[src/rtl/krt_pkg.sv]
// ----------------------------------------------------------------------------
// krt_pkg: shared types and constants of the keyed record table
// Record layout, command and status codes, controller states and cell control.
// ----------------------------------------------------------------------------
package krt_pkg;

  localparam int DEPTH_DEF = 64;
  localparam int REC_W     = 192;

  // packed so that the identifier sits in the lowest bits
  typedef struct packed {
    logic signed [31:0] pay;
    logic        [63:0] dept;
    logic        [63:0] name;
    logic signed [31:0] id;
  } rec_t;

  typedef enum logic [1:0] {
    CMD_ADD    = 2'd0,
    CMD_LIST   = 2'd1,
    CMD_SEARCH = 2'd2,
    CMD_DELETE = 2'd3
  } cmd_t;

  typedef enum logic [1:0] {
    ST_OK        = 2'd0,
    ST_NOT_FOUND = 2'd1,
    ST_FULL      = 2'd2,
    ST_EMPTY     = 2'd3
  } status_t;

  typedef enum logic [1:0] {
    S_IDLE,
    S_ADD,
    S_WALK,
    S_FIN
  } state_t;

  typedef struct packed {
    logic load;
    logic rotate;
    logic compact;
  } cell_ctl_t;

endpackage

[src/rtl/krt_cell.sv]
// ----------------------------------------------------------------------------
// krt_cell: one record slot of the table chain
// Loads a new record, takes its neighbor's record on rotate, or on compact
// closes the gap left by a removed record.
// ----------------------------------------------------------------------------
module krt_cell #(
  parameter int DEPTH = krt_pkg::DEPTH_DEF,
  parameter int IDX   = 0
) (
  input  logic                                  clk,
  input  krt_pkg::cell_ctl_t                    ctl,
  input  logic [$clog2(DEPTH+1)-1:0]            fill,
  input  logic [((DEPTH > 1) ? $clog2(DEPTH) : 1)-1:0] match_idx,
  input  krt_pkg::rec_t                         load_rec,
  input  krt_pkg::rec_t                         nbr,
  output krt_pkg::rec_t                         rec
);
  import krt_pkg::*;

  localparam int CNT_W     = $clog2(DEPTH + 1);
  localparam int IDX_W     = (DEPTH > 1) ? $clog2(DEPTH) : 1;
  localparam bit LAST_CELL = (IDX == DEPTH - 1);

  logic load_here;
  logic shift_down;

  assign load_here  = ctl.load && (fill == CNT_W'(IDX));
  // cells at and above the removed slot take the next record; the end holds
  assign shift_down = ctl.compact && (IDX_W'(IDX) >= match_idx) && !LAST_CELL;

  always_ff @(posedge clk) begin
    if (load_here) begin
      rec <= load_rec;
    end else if (ctl.rotate || shift_down) begin
      rec <= nbr;
    end
  end

endmodule

[config.mk]
export PLATFORM = sky130hd
export DESIGN_NAME = krt_cell
export DESIGN_NICKNAME = d
export VERILOG_FILES = /design/src/rtl/krt_pkg.sv /design/src/rtl/krt_cell.sv
export SDC_FILE = /design/constraint.sdc
export NUM_CORES = 1
export LEC_CHECK = 0
export BUFFER_PORTS_ARGS = -buffer_cell sky130_fd_sc_hd__buf_2
export CORE_AREA = 4 4 225 227
export CTS_CLUSTER_SIZE = 12
export DETAILED_ROUTE_END_ITERATION = 12
export DIE_AREA = 0 0 229 231
export GPL_ROUTABILITY_DRIVEN = 0
export GPL_TIMING_DRIVEN = 0
export PLACE_DENSITY = 0.53
export SLEW_MARGIN = 20
export SYNTH_ARGS = -nofsm -noshare
export SYNTH_HDL_FRONTEND = slang
export SYNTH_SLANG_ARGS = --single-unit
[constraint.sdc]
create_clock -name clk -period 19.1 [get_ports clk]
set_clock_uncertainty 0.15 [all_clocks]
set_input_delay 3.82 -clock clk [delete_from_list [all_inputs] [get_ports clk]]
set_output_delay 3.82 -clock clk [all_outputs]
set_load 0.02 [all_outputs]
After elaboration in Yosys (flattened, before gate mapping)
Cells that the tools add are included.
Storage, ports and cells
  flip-flop bits (word level): 192
  output and inout bits: 192
  word-level logic and storage cells: 12
Operators by class
  order comparisons: 1
  multiplexer cells: 2
  reductions and logical operators: 5
Operators by type and width (count)
  192-bit two-way mux: 2
  7-bit logical NOT: 1
  1-bit by 6-bit greater-or-equal comparator with 1-bit output (first input constant): 1
  1-bit logical AND: 2
  2-bit nonzero test: 1
  1-bit logical OR: 1

Longest topological paths before layout
Gate-level depths: netlist of the first run.
  depth in word-level cells: 5
  depth in mapped cells: 5

Worst setup path after synthesis of the first run
OpenSTA, ideal clock, no wires.
  path type: input to register
  start point: input port fill[1]
  end point: register rec[0] (netlist name), enable pin
  library setup time: 560 ps
  arrival: 8668 ps
  path slack: 9722 ps
  cell stages on the path: 5
  cells stage by stage: nor4_1 nand2_1 buf_4 buf_6 nand2_1
Between the ends
  longest elaborated chain between the ends: 3
RTL lines
  start: declaration: line krt_cell.sv:12  | input logic [$clog2(DEPTH+1)-1:0] fill,
  7-bit logical NOT: line krt_cell.sv:27  | assign load_here = ctl.load && (fill == CNT_W'(IDX));
  1-bit logical AND: line krt_cell.sv:27
  2-bit nonzero test (no line)
  end signal: assignment: line krt_cell.sv:33  | rec <= load_rec;
  end signal: assignment: line krt_cell.sv:35  | rec <= nbr;
  end: declaration: line krt_cell.sv:16  | output krt_pkg::rec_t rec
No other way between the ends.
A chain may end at the register's enable or synchronous reset.

Worst setup path after layout of the first run
  start point: input port fill[1]
  end point: register rec[90] (netlist name), enable pin
Same word-level chain as after synthesis.

==> summary.md, run 1 <==
| Metric | Value |
|---|---|
| Status | finished clean |
| Antenna fix cells | 0 |
| Number of iterations in the first detailed-routing pass | 4 |
| Final Hold Violating Endpoints | 0 |
| Core Area | 48600 sq um |
| Flip-flop count of the largest register, all copies and words added | between 150 and 200 |
| Global router's overall resource usage | between 10% and 20% |
| Unique cell type count in the Yosys netlist | 13 |
| Antenna Nets Post-Route | 0 |
| Horizontal die dimension | 229 microns |
| Global-route wire length before repair | ~41 mm |
| Root Buffer | clkbuf_16 |
| Commonest non-fill, non-tap cells in the layout | buf_2 (594), edfxtp_1 (192), mux2_1 (100) |
| Die Outline Area | 52900 sq um |
| Syn_area_per_cell | roughly 20 sq um |
| Cell count after synthesis | roughly 410 |
| Detailed-route DRC error count | 0 |
| Count of max-cap constraint violations | 0 |
| Maximum frequency from static timing analysis | ~0.17 GHz |
| Leakage power figure | 5.84 nW |
| Average wire per cell in the routed design | 17.8 microns |
| Summed instance area of the synthesized netlist | approximately 8500 sq um |
| Biggest fanout along the worst timing path | 57 |
| Worst IR drop on VDD | approximately 0.000045 V |
| Largest registers ranked by flip-flop count | rec (192) |
| Register bank with the most flops | rec |
| Yosys reg bits | approximately 190 |
| Commonest non-fill, non-tap cell in the layout | buf_2 |
| Detailed-route via count | 6139 |
| Worst-case setup slack after placement | 12.55 ns |
| Hold wc startpoint | load_rec[111] |
| Arrival time of the worst setup path | about 6 ns |
| Hold-critical path depth | 2 |
| Sort of element at the start of the critical path | input port |
| CTS sink cnt | 192 |
| I/O Pins | ~590 |
| Inserted Clock Buffers | 17 |
| Die Ht | 231 microns |
| Post-Route WL | ~30 mm |
| Transition time at the pin with the least slew margin | 0.570 ns |
| Largest net degree at the start of global routing | 58 |
| Critical-path cell list | buf_2, nor4_1, nand2_1, buf_4, buf_6, nand2_4, buf_16, buf_16 |
| Placed wire-length estimate after detailed placement | about 25 mm |
| Worst Setup SP | fill[1] |
| Global route total overflow | 0 |
| Clock input transition at the sequential cells of the worst setup and hold paths | around 0.07 ns |
| Antenna violations before repair | 0 |
| CTS tree | built |
| P&R area growth vs syn | 52.3% |
| Fraction of final layout cells with drive strength greater than 1 | ~71% |
| Cell type with the highest occurrence count on the critical path | buf_16 |
| CTS hold repair buffers | 0 |
| Via count of the first global-routing pass | ~6.6k |
| Count of yosys warnings during synthesis | 0 |
| Net Count, Synth | slightly above 800 |
| Per-cell via count in the routed design | 3.70 |
| Summed negative setup slack over all endpoints | 0 ns |
| Quantity of I/O buffers inserted on ports | just under 600 |
| Slew Viols, Final | 0 |
| Setup slack after layout | ~13 ns |
| Post-cts sizing count | 0 |
| Row count | between 80 and 90 |
| Effective utilization at floorplan | 17.4% |
| Worst min path class | in -> reg |
| Shortest clock period the worst path allows after layout | about 6.0 ns |
| Slew HR | 62.0% |
| Final worst-path cycle share | between 30% and 40% |
| Final setup violating endpoints | 0 |
| NumNets Final | around 1.4k |
| Required time worst endpoint | about 19 ns |
| Type of destination of the critical path | register |
| Post-CTS setup buffer count | 0 |
| Sequential cell area fraction in the yosys report | 68.2% |
| Setup Crit Path Kind | in -> reg |
| Areal power density over the cells | roughly 80 nW/um^2 |
| Worst-case clock buffer depth | 2 |
| H-tree Lvls | 4 |
| Worst min-delay path endpoint | rec[111] |
| Slowest cell on the critical path | nand2_4 |
| Setup repair after global routing missed its margin | false |
| Largest stage delay, worst path | between 0.4 and 0.5 ns |
| Number of design-rule violations left by the first detailed-router iteration | 200 |
==> per-layer routing <==
metal / GRT usage [%] / part of all wire [%]
met1: 11.1 / 37
met3: 3.86 / 8.6
met4: 3.97 / 1.8
met5: 0 / 0
met2: 19.5 / 53
==> cells by family (layout without fill, tap and decap cells) <==
| group | after synthesis | after routing | share of synthesized area, % |
|---|---|---|---|
| AO/OA/AOI/OAI | 1 | 1 | 0.0592 |
| flip-flops | 192 | 192 | 68.2 |
| AND/OR/NAND/NOR | 6 | 6 | 0.503 |
| multiplexers | 192 | 192 | 28.6 |
| buffers and inverters | 21 | 647 | 2.56 |
==> worst max-delay path by stage <==
stage | endpoint | slack (ns) | depth (start not counted)
6_report | rec[90] | 13.09 | 8
3_5_place_dp | rec[96] | 12.55 | 8
2_1_floorplan | rec[0] | 9.72 | 5
4_1_cts | rec[106] | 13.10 | 8
5_1_grt | rec[105] | 12.92 | 8
3_3_place_gp | rec[100] | 7.35 | 6
==> cells in the mapped netlist, drive strengths merged <==
cell type	number	share of area, %
nor4b	2	0.28
edfxtp	192	68
nor4	1	0.074
buf	21	2.6
nor3	1	0.059
a21oi	1	0.059
mux2	192	29
nand2	2	0.089
==> report_power, final <==
group	internal, W	total (W)	switching (W)
Combinational	0.0000709	0.000164	0.0000926
Clock	0.000205	0.000366	0.000161
Sequential	0.000503	0.000512	0.00000908
==> through the flow <==
step                      hold slack (ns)  util (%)  area (sq um)  std cells  power (W)
after floorplan                      3.87         -          8450        412   0.000600
after global placement               3.95      25.1         12200       1626   0.000691
after detailed placement             3.95      25.2         12300       1629   0.000689
after CTS                            3.40      26.5         12900       1660    0.00107
after global routing                 3.43      26.5         12900       1660    0.00109
final                                3.47      26.5         12900       1660    0.00104
==> cell type report <==
type / count / area (sq um)
Sequential cell: 192 / 5770
Multi-Input combinational cell: 199 / 2480
Buffer: 21 / 216
Timing Repair Buffer: 595 / 3050
Fill cell: 5064 / 35800
Tap cell: 622 / 778
Clock buffer: 18 / 429
Clock inverter: 13 / 161
==> worst max-delay path, delay by kind of cell <==
kind,cells,cell delay [ns]
buffers and inverters,5,1.16
AND/OR/NAND/NOR,3,0.90
No activity file was read; power rests on OpenSTA's default activity.
==> run 2: changes to the inputs <==
--- a/config.mk
+++ b/config.mk
@@ -6,13 +6,13 @@
 export NUM_CORES = 1
 export LEC_CHECK = 0
 export BUFFER_PORTS_ARGS = -buffer_cell sky130_fd_sc_hd__buf_2
-export CORE_AREA = 4 4 225 227
+export CORE_AREA = 4 4 226 228
 export CTS_CLUSTER_SIZE = 12
 export DETAILED_ROUTE_END_ITERATION = 12
-export DIE_AREA = 0 0 229 231
+export DIE_AREA = 0 0 230 232
 export GPL_ROUTABILITY_DRIVEN = 0
 export GPL_TIMING_DRIVEN = 0
-export PLACE_DENSITY = 0.53
+export PLACE_DENSITY = 0.52
 export SLEW_MARGIN = 20
 export SYNTH_ARGS = -nofsm -noshare
 export SYNTH_HDL_FRONTEND = slang
==> constraint.sdc (replaced) <==
create_clock -name clk -period 5.6 [get_ports clk]
set_clock_uncertainty 0.15 [all_clocks]
set_input_delay 1.12 -clock clk [delete_from_list [all_inputs] [get_ports clk]]
set_output_delay 1.12 -clock clk [all_outputs]
set_load 0.02 [all_outputs]
==> run 2 against run 1 <==
Core utilization decreased by 0.059 points; combinational power increased to 3.4 times the previous value; critical path depth decreased by 1; via count decreased by 1.8%; final cell count increased by 2.5%.
==> summary.md, run 2 (synthesis results as in run 1) <==
| Metric | Value |
|---|---|
| Count of max-cap constraint violations | 0 (unchanged) |
| Effective utilization at floorplan | 17.3% (was 17.4%) |
| Largest net degree at the start of global routing | 95 (was 58) |
| Fraction of final layout cells with drive strength greater than 1 | 71.3% (was 71.1%) |
| Met3 global-route usage | 5.34% (was 3.86%) |
| NumNets Final | 1426 (was 1427) |
| Commonest non-fill, non-tap cells in the layout | buf_2 (594), edfxtp_1 (192), mux2_1 (100) (unchanged) |
| Maximum frequency from static timing analysis | between 0.3 and 0.4 GHz |
| Leakage power figure | 5.82 nW (was 5.84 nW) |
| Setup slack after layout | 2.77 ns (was 13.09 ns) |
| Post-cts sizing count | 0 (unchanged) |
| Transition time at the pin with the least slew margin | 0.537 ns (was 0.570 ns) |
| Hold_ws | 0.770 ns (was 3.47 ns) |
| Row count | 81 (unchanged) |
| Average wire per cell in the routed design | 17.0 microns (was 17.8 microns) |
| Setup Crit Path Kind | in -> reg (unchanged) |
| Detailed-route DRC error count | 0 (unchanged) |
| Global-route wire length before repair | 40.0 mm (was 40.7 mm) |
| Number of iterations in the first detailed-routing pass | 6 (was 4) |
| Areal power density over the cells | 273 nW/um^2 (was 80.9 nW/um^2) |
| Worst Setup SP | fill[1] (unchanged) |
| Arrival time of the worst setup path | 2.79 ns (was 6.00 ns) |
| Multi-input gate area | 2480 sq um (about the same) |
| Hold wc startpoint | load_rec[60] (was load_rec[111]) |
| Via count of the first global-routing pass | 6515 (was 6568) |
| Final worst-path cycle share | about half |
| Global router's overall resource usage | 10.4% (was 10.6%) |
| Final setup violating endpoints | 0 (unchanged) |
| Global route total overflow | 0 (unchanged) |
| Antenna violations before repair | 2 (was 0) |
| Slew Viols, Final | 0 (unchanged) |
| P&R area growth vs syn | 52.6% (was 52.3%) |
| Final Hold Violating Endpoints | 0 (unchanged) |
| Commonest non-fill, non-tap cell in the layout | buf_2 (unchanged) |
| Die Outline Area | 53400 sq um (was 52900 sq um) |
| CTS sink cnt | 192 (unchanged) |
| GR Util met1 | 10.1% (was 11.1%) |
| Post-Route WL | 28.9 mm (was 29.5 mm) |
| Worst-case setup slack after placement | 2.23 ns (was 12.55 ns) |
| Number of design-rule violations left by the first detailed-router iteration | 131 (was 200) |
| Placed wire-length estimate after detailed placement | 24.2 mm (was 24.5 mm) |
| Flip-flop and latch area | 5770 sq um (unchanged) |
| Met2 Usage GRT | 18.6% (was 19.5%) |
| CTS hold repair buffers | 0 (unchanged) |
| Slew HR | 64.2% (was 62.0%) |
| Required time worst endpoint | 5.56 ns (was 19.09 ns) |
| Inserted Clock Buffers | 17 (unchanged) |
| Final design area excluding fillers | 12900 sq um (about the same) |
| Worst-case clock buffer depth | 2 (unchanged) |
| Root Buffer | clkbuf_16 (unchanged) |
| Largest registers ranked by flip-flop count | rec (192) (unchanged) |
| CTS tree | built (unchanged) |
| Horizontal die dimension | 230 microns (was 229 microns) |
| Status | finished clean (unchanged) |
| Die Ht | 232 microns (was 231 microns) |
| Clock input transition at the sequential cells of the worst setup and hold paths | 0.07 ns (about the same) |
| Setup repair after global routing missed its margin | false (unchanged) |
| Register bank with the most flops | rec (unchanged) |
| Antenna fix cells | 0 (unchanged) |
| Worst IR drop on VDD | 0.000182 V (was 0.0000454 V) |
| Shortest clock period the worst path allows after layout | ~2.8 ns |
| Core Area | 48800 sq um (was 48600 sq um) |
| Placement-stage cell area | 12300 sq um (about the same) |
| Per-cell via count in the routed design | 3.54 (was 3.70) |
| H-tree Lvls | 4 (unchanged) |
| Type of destination of the critical path | register (unchanged) |
| Worst min path class | in -> reg (unchanged) |
| Fill cell count | 5138 (was 5064) |
| Antenna Nets Post-Route | 0 (unchanged) |
| I/O Pins | 593 (unchanged) |
| Quantity of I/O buffers inserted on ports | 592 (unchanged) |
| Detailed-route via count | 6029 (was 6139) |
| Biggest fanout along the worst timing path | 94 (was 57) |
| Most crowded layer after global routing | met2 (unchanged) |
| Post-CTS setup buffer count | 0 (unchanged) |
| Sort of element at the start of the critical path | input port (unchanged) |
| Flip-flop count of the largest register, all copies and words added | 192 (unchanged) |
[run 2: cell types whose count changed in the layout (fill, tap and decap cells not counted), sizes merged]
cell,previous run,this run
inv,3,5
clkbuf,18,17
bufinv,3,2
clkinv,5,3
clkinvlp,2,4
buf,616,615
[run 2: path summary, 6_finish.rpt]
path / to / cells after the start / slack, ns
worst min-delay path: rec[60] / 2 / 0.77
worst max-delay path: rec[80] / 7 / 2.77
[run 2: report_power, final]
part           leakage, nW  internal, W  switching (W)
sequential            1.88      0.00172      0.0000290
clock                0.274     0.000661       0.000567
combinational         3.66     0.000240       0.000313
total                 5.82      0.00262       0.000909
[run 2: final cells by class]
class / count / share of cell area, %
sequential: 192 / 44.7
timing repair buffer: 594 / 23.4
multi-input combinational: 199 / 19.3
tap: 664 / 6.44
clock buffer: 17 / 3.30
buffer: 21 / 1.68
clock inverter: 14 / 1.21
[run 2: routing by layer]
metal / share of wire [%] / vias up
met5: 0.045 / -
met4: 2.4 / 2
met3: 12 / 33
met2: 51 / 377
met1: 35 / 2754
li1: - / 2863
[run 2: worst max-delay path: stages]
cell	delay (ns)
buf_2	0.09
nor4_1	0.25
nand2_1	0.22
buf_4	0.27
buf_6	0.19
nand2_8	0.14
buf_16	0.33
[run 2: stage by stage]
stage / power, W / std cells / TNS (ns) / util (%)
global route: 0.00370 / 1701 / 0 / 26.4
finish: 0.00353 / 1701 / 0 / 26.4
global placement: 0.00234 / 1668 / -122.46 / 25.1
CTS: 0.00361 / 1701 / 0 / 26.4
detailed placement: 0.00234 / 1670 / 0 / 25.2
floorplan: 0.00204 / 412 / 0 / -
==> run 3: changes to the inputs <==
==> constraint.sdc (replaced) <==
create_clock -name clk -period 2.9 [get_ports clk]
set_clock_uncertainty 0.15 [all_clocks]
set_input_delay 0.58 -clock clk [delete_from_list [all_inputs] [get_ports clk]]
set_output_delay 0.58 -clock clk [all_outputs]
set_load 0.02 [all_outputs]
==> run 3 against run 2 <==
Setup slack got worse by 2.2 ns; design area decreased by 0.47%; critical endpoint is now rec[52]; wire length decreased by 0.58%; critical path depth unchanged; final cell count decreased by 0.12%; global-route usage decreased by 0.059 points; sequential power increased by 94%; critical path type unchanged; non-clock buffer count unchanged; sequential share of layout area increased by 0.21 points; total power increased by 89%.
==> summary.md, run 3 (synthesis results as in run 1) <==
| Metric | Value |
|---|---|
| Status | finished clean (unchanged) |
| Areal power density over the cells | 518 nW/um^2 (was 273 nW/um^2) |
| Horizontal die dimension | 230 microns (unchanged) |
| Slew Viols, Final | 0 (unchanged) |
| Inserted Clock Buffers | 17 (unchanged) |
| Slowest cell on the critical path | buf_16 (unchanged) |
| Met2 Usage GRT | 18.8% (was 18.6%) |
| Largest stage delay, worst path | 0.33 ns (about the same) |
| Final worst-path cycle share | 79.1% |
| Final design utilization | 26.3% (was 26.4%) |
| Commonest non-fill, non-tap cells in the layout | buf_2 (594), edfxtp_1 (192), mux2_1 (100) (unchanged) |
| Global router's overall resource usage | 10.3% (was 10.4%) |
| Antenna fix cells | 0 (unchanged) |
| Effective utilization at floorplan | 17.3% (unchanged) |
| GR Util met1 | 10.2% (was 10.1%) |
| Placement-stage cell area | 12300 sq um (unchanged) |
| Detailed-route via count | 6111 (was 6029) |
| Setup repair after global routing missed its margin | false (unchanged) |
| Register bank with the most flops | rec (unchanged) |
| Met3 global-route usage | 4.80% (was 5.34%) |
| H-tree Lvls | 4 (unchanged) |
| CTS sink cnt | 192 (unchanged) |
| Post-route total power | 0.00665 W (was 0.00353 W) |
| Die Outline Area | 53400 sq um (unchanged) |
| Final Hold Violating Endpoints | 0 (unchanged) |
| Largest net degree at the start of global routing | 91 (was 95) |
| P&R area growth vs syn | 51.9% (was 52.6%) |
| Type of destination of the critical path | register (unchanged) |
| Hold wc startpoint | load_rec[33] (was load_rec[60]) |
| Global route total overflow | 0 (unchanged) |
| CTS hold repair buffers | 0 (unchanged) |
| Maximum frequency from static timing analysis | between 0.4 and 0.5 GHz |
| Core Area | 48800 sq um (unchanged) |
| Fraction of final layout cells with drive strength greater than 1 | 71.0% (was 71.3%) |
| Count of max-cap constraint violations | 0 (unchanged) |
| Detailed-route DRC error count | 0 (unchanged) |
| Number of design-rule violations left by the first detailed-router iteration | 185 (was 131) |
| Clock input transition at the sequential cells of the worst setup and hold paths | 0.08 ns (was 0.07 ns) |
| Post-Route WL | 28.7 mm (was 28.9 mm) |
| Critical-path cell list | buf_2, nor4b_2, nand2_1, buf_4, buf_6, nand2_8, buf_16 (was buf_2, nor4_1, nand2_1, buf_4, buf_6, nand2_8, buf_16) |
| Required time worst endpoint | 2.85 ns (was 5.56 ns) |
| Sort of element at the start of the critical path | input port (unchanged) |
| Slew HR | 64.1% (was 64.2%) |
| Arrival time of the worst setup path | 2.25 ns (was 2.79 ns) |
| Average wire per cell in the routed design | 16.9 microns (was 17.0 microns) |
| Worst Setup SP | fill[5] (was fill[1]) |
| NumNets Final | 1426 (unchanged) |
| Largest registers ranked by flip-flop count | rec (192) (unchanged) |
| Worst IR drop on VDD | 0.000303 V (was 0.000182 V) |
| Most crowded layer after global routing | met2 (unchanged) |
| Number of iterations in the first detailed-routing pass | 4 (was 6) |
| Per-cell via count in the routed design | 3.60 (was 3.54) |
| Post-cts sizing count | 0 (unchanged) |
| Quantity of I/O buffers inserted on ports | 592 (unchanged) |
| Via count of the first global-routing pass | 6574 (was 6515) |
| Worst-case clock buffer depth | 2 (unchanged) |
| Flip-flop count of the largest register, all copies and words added | 192 (unchanged) |
| CTS tree | built (unchanged) |
| Root Buffer | clkbuf_16 (unchanged) |
| Biggest fanout along the worst timing path | 90 (was 94) |
| Final setup violating endpoints | 0 (unchanged) |
| Transition time at the pin with the least slew margin | 0.538 ns (was 0.537 ns) |
| Leakage power figure | 5.80 nW (was 5.82 nW) |
| Final design area excluding fillers | 12800 sq um (was 12900 sq um) |
| Die Ht | 232 microns (unchanged) |
| Commonest non-fill, non-tap cell in the layout | buf_2 (unchanged) |
| Placed wire-length estimate after detailed placement | 23.9 mm (was 24.2 mm) |
| Global-route wire length before repair | 40.1 mm (was 40.0 mm) |
| Antenna violations before repair | 0 (was 2) |
| Worst min path class | in -> reg (unchanged) |
| Row count | 81 (unchanged) |
| I/O Pins | 593 (unchanged) |
| Post-CTS setup buffer count | 0 (unchanged) |
| Antenna Nets Post-Route | 0 (unchanged) |
| Setup Crit Path Kind | in -> reg (unchanged) |
| Shortest clock period the worst path allows after layout | ~2.3 ns |
[run 3: cell types whose count changed in the layout (fill, tap and decap cells not counted), sizes merged]
| cell | delta |
|---|---|
| bufinv | -1 |
| clkbuf | +2 |
| clkinv | +2 |
| clkinvlp | -4 |
| inv | -1 |
[run 3: layout make-up]
type	instances	area [sq um]
Timing Repair Buffer	594	3020
Multi-Input combinational cell	199	2480
Fill cell	5132	36000
Clock inverter	10	88.8
Clock buffer	19	433
Tap cell	664	831
Sequential cell	192	5770
Buffer	21	216
[run 3: worst paths after layout]
| check | cells past startpoint | slack, ns | endpoint |
|---|---|---|---|
| min | 2 | 0.23 | rec[33] |
| max | 7 | 0.61 | rec[52] |
[run 3: routing by layer]
metal  vias up  share of wire, %
met4         0               1.8
met2       365                52
met3        26                11
met1      2869                36
li1       2851                 -
met5         -                 0
[run 3: worst max-delay path: cells and delay by family]
kind	cells	cell delay, ns
buffers and inverters	4	0.88
AND/OR/NAND/NOR	3	0.60
[run 3: through the flow]
stage / setup slack (ns) / instances / hold slack [ns] / TNS, ns
after floorplan: 0.295 / 412 / 0.631 / 0
after global placement: -0.484 / 1668 / 0.712 / -86.12
after detailed placement: 0.0761 / 1670 / 0.717 / 0
after CTS: 0.644 / 1699 / 0.158 / 0
after global routing: 0.470 / 1699 / 0.202 / 0
final: 0.606 / 1699 / 0.231 / 0
[run 3: power breakdown]
part           switching [W]  internal (W)
Sequential         0.0000574       0.00331
Combinational       0.000599      0.000463
Clock                0.00105       0.00117
Total                0.00171       0.00494
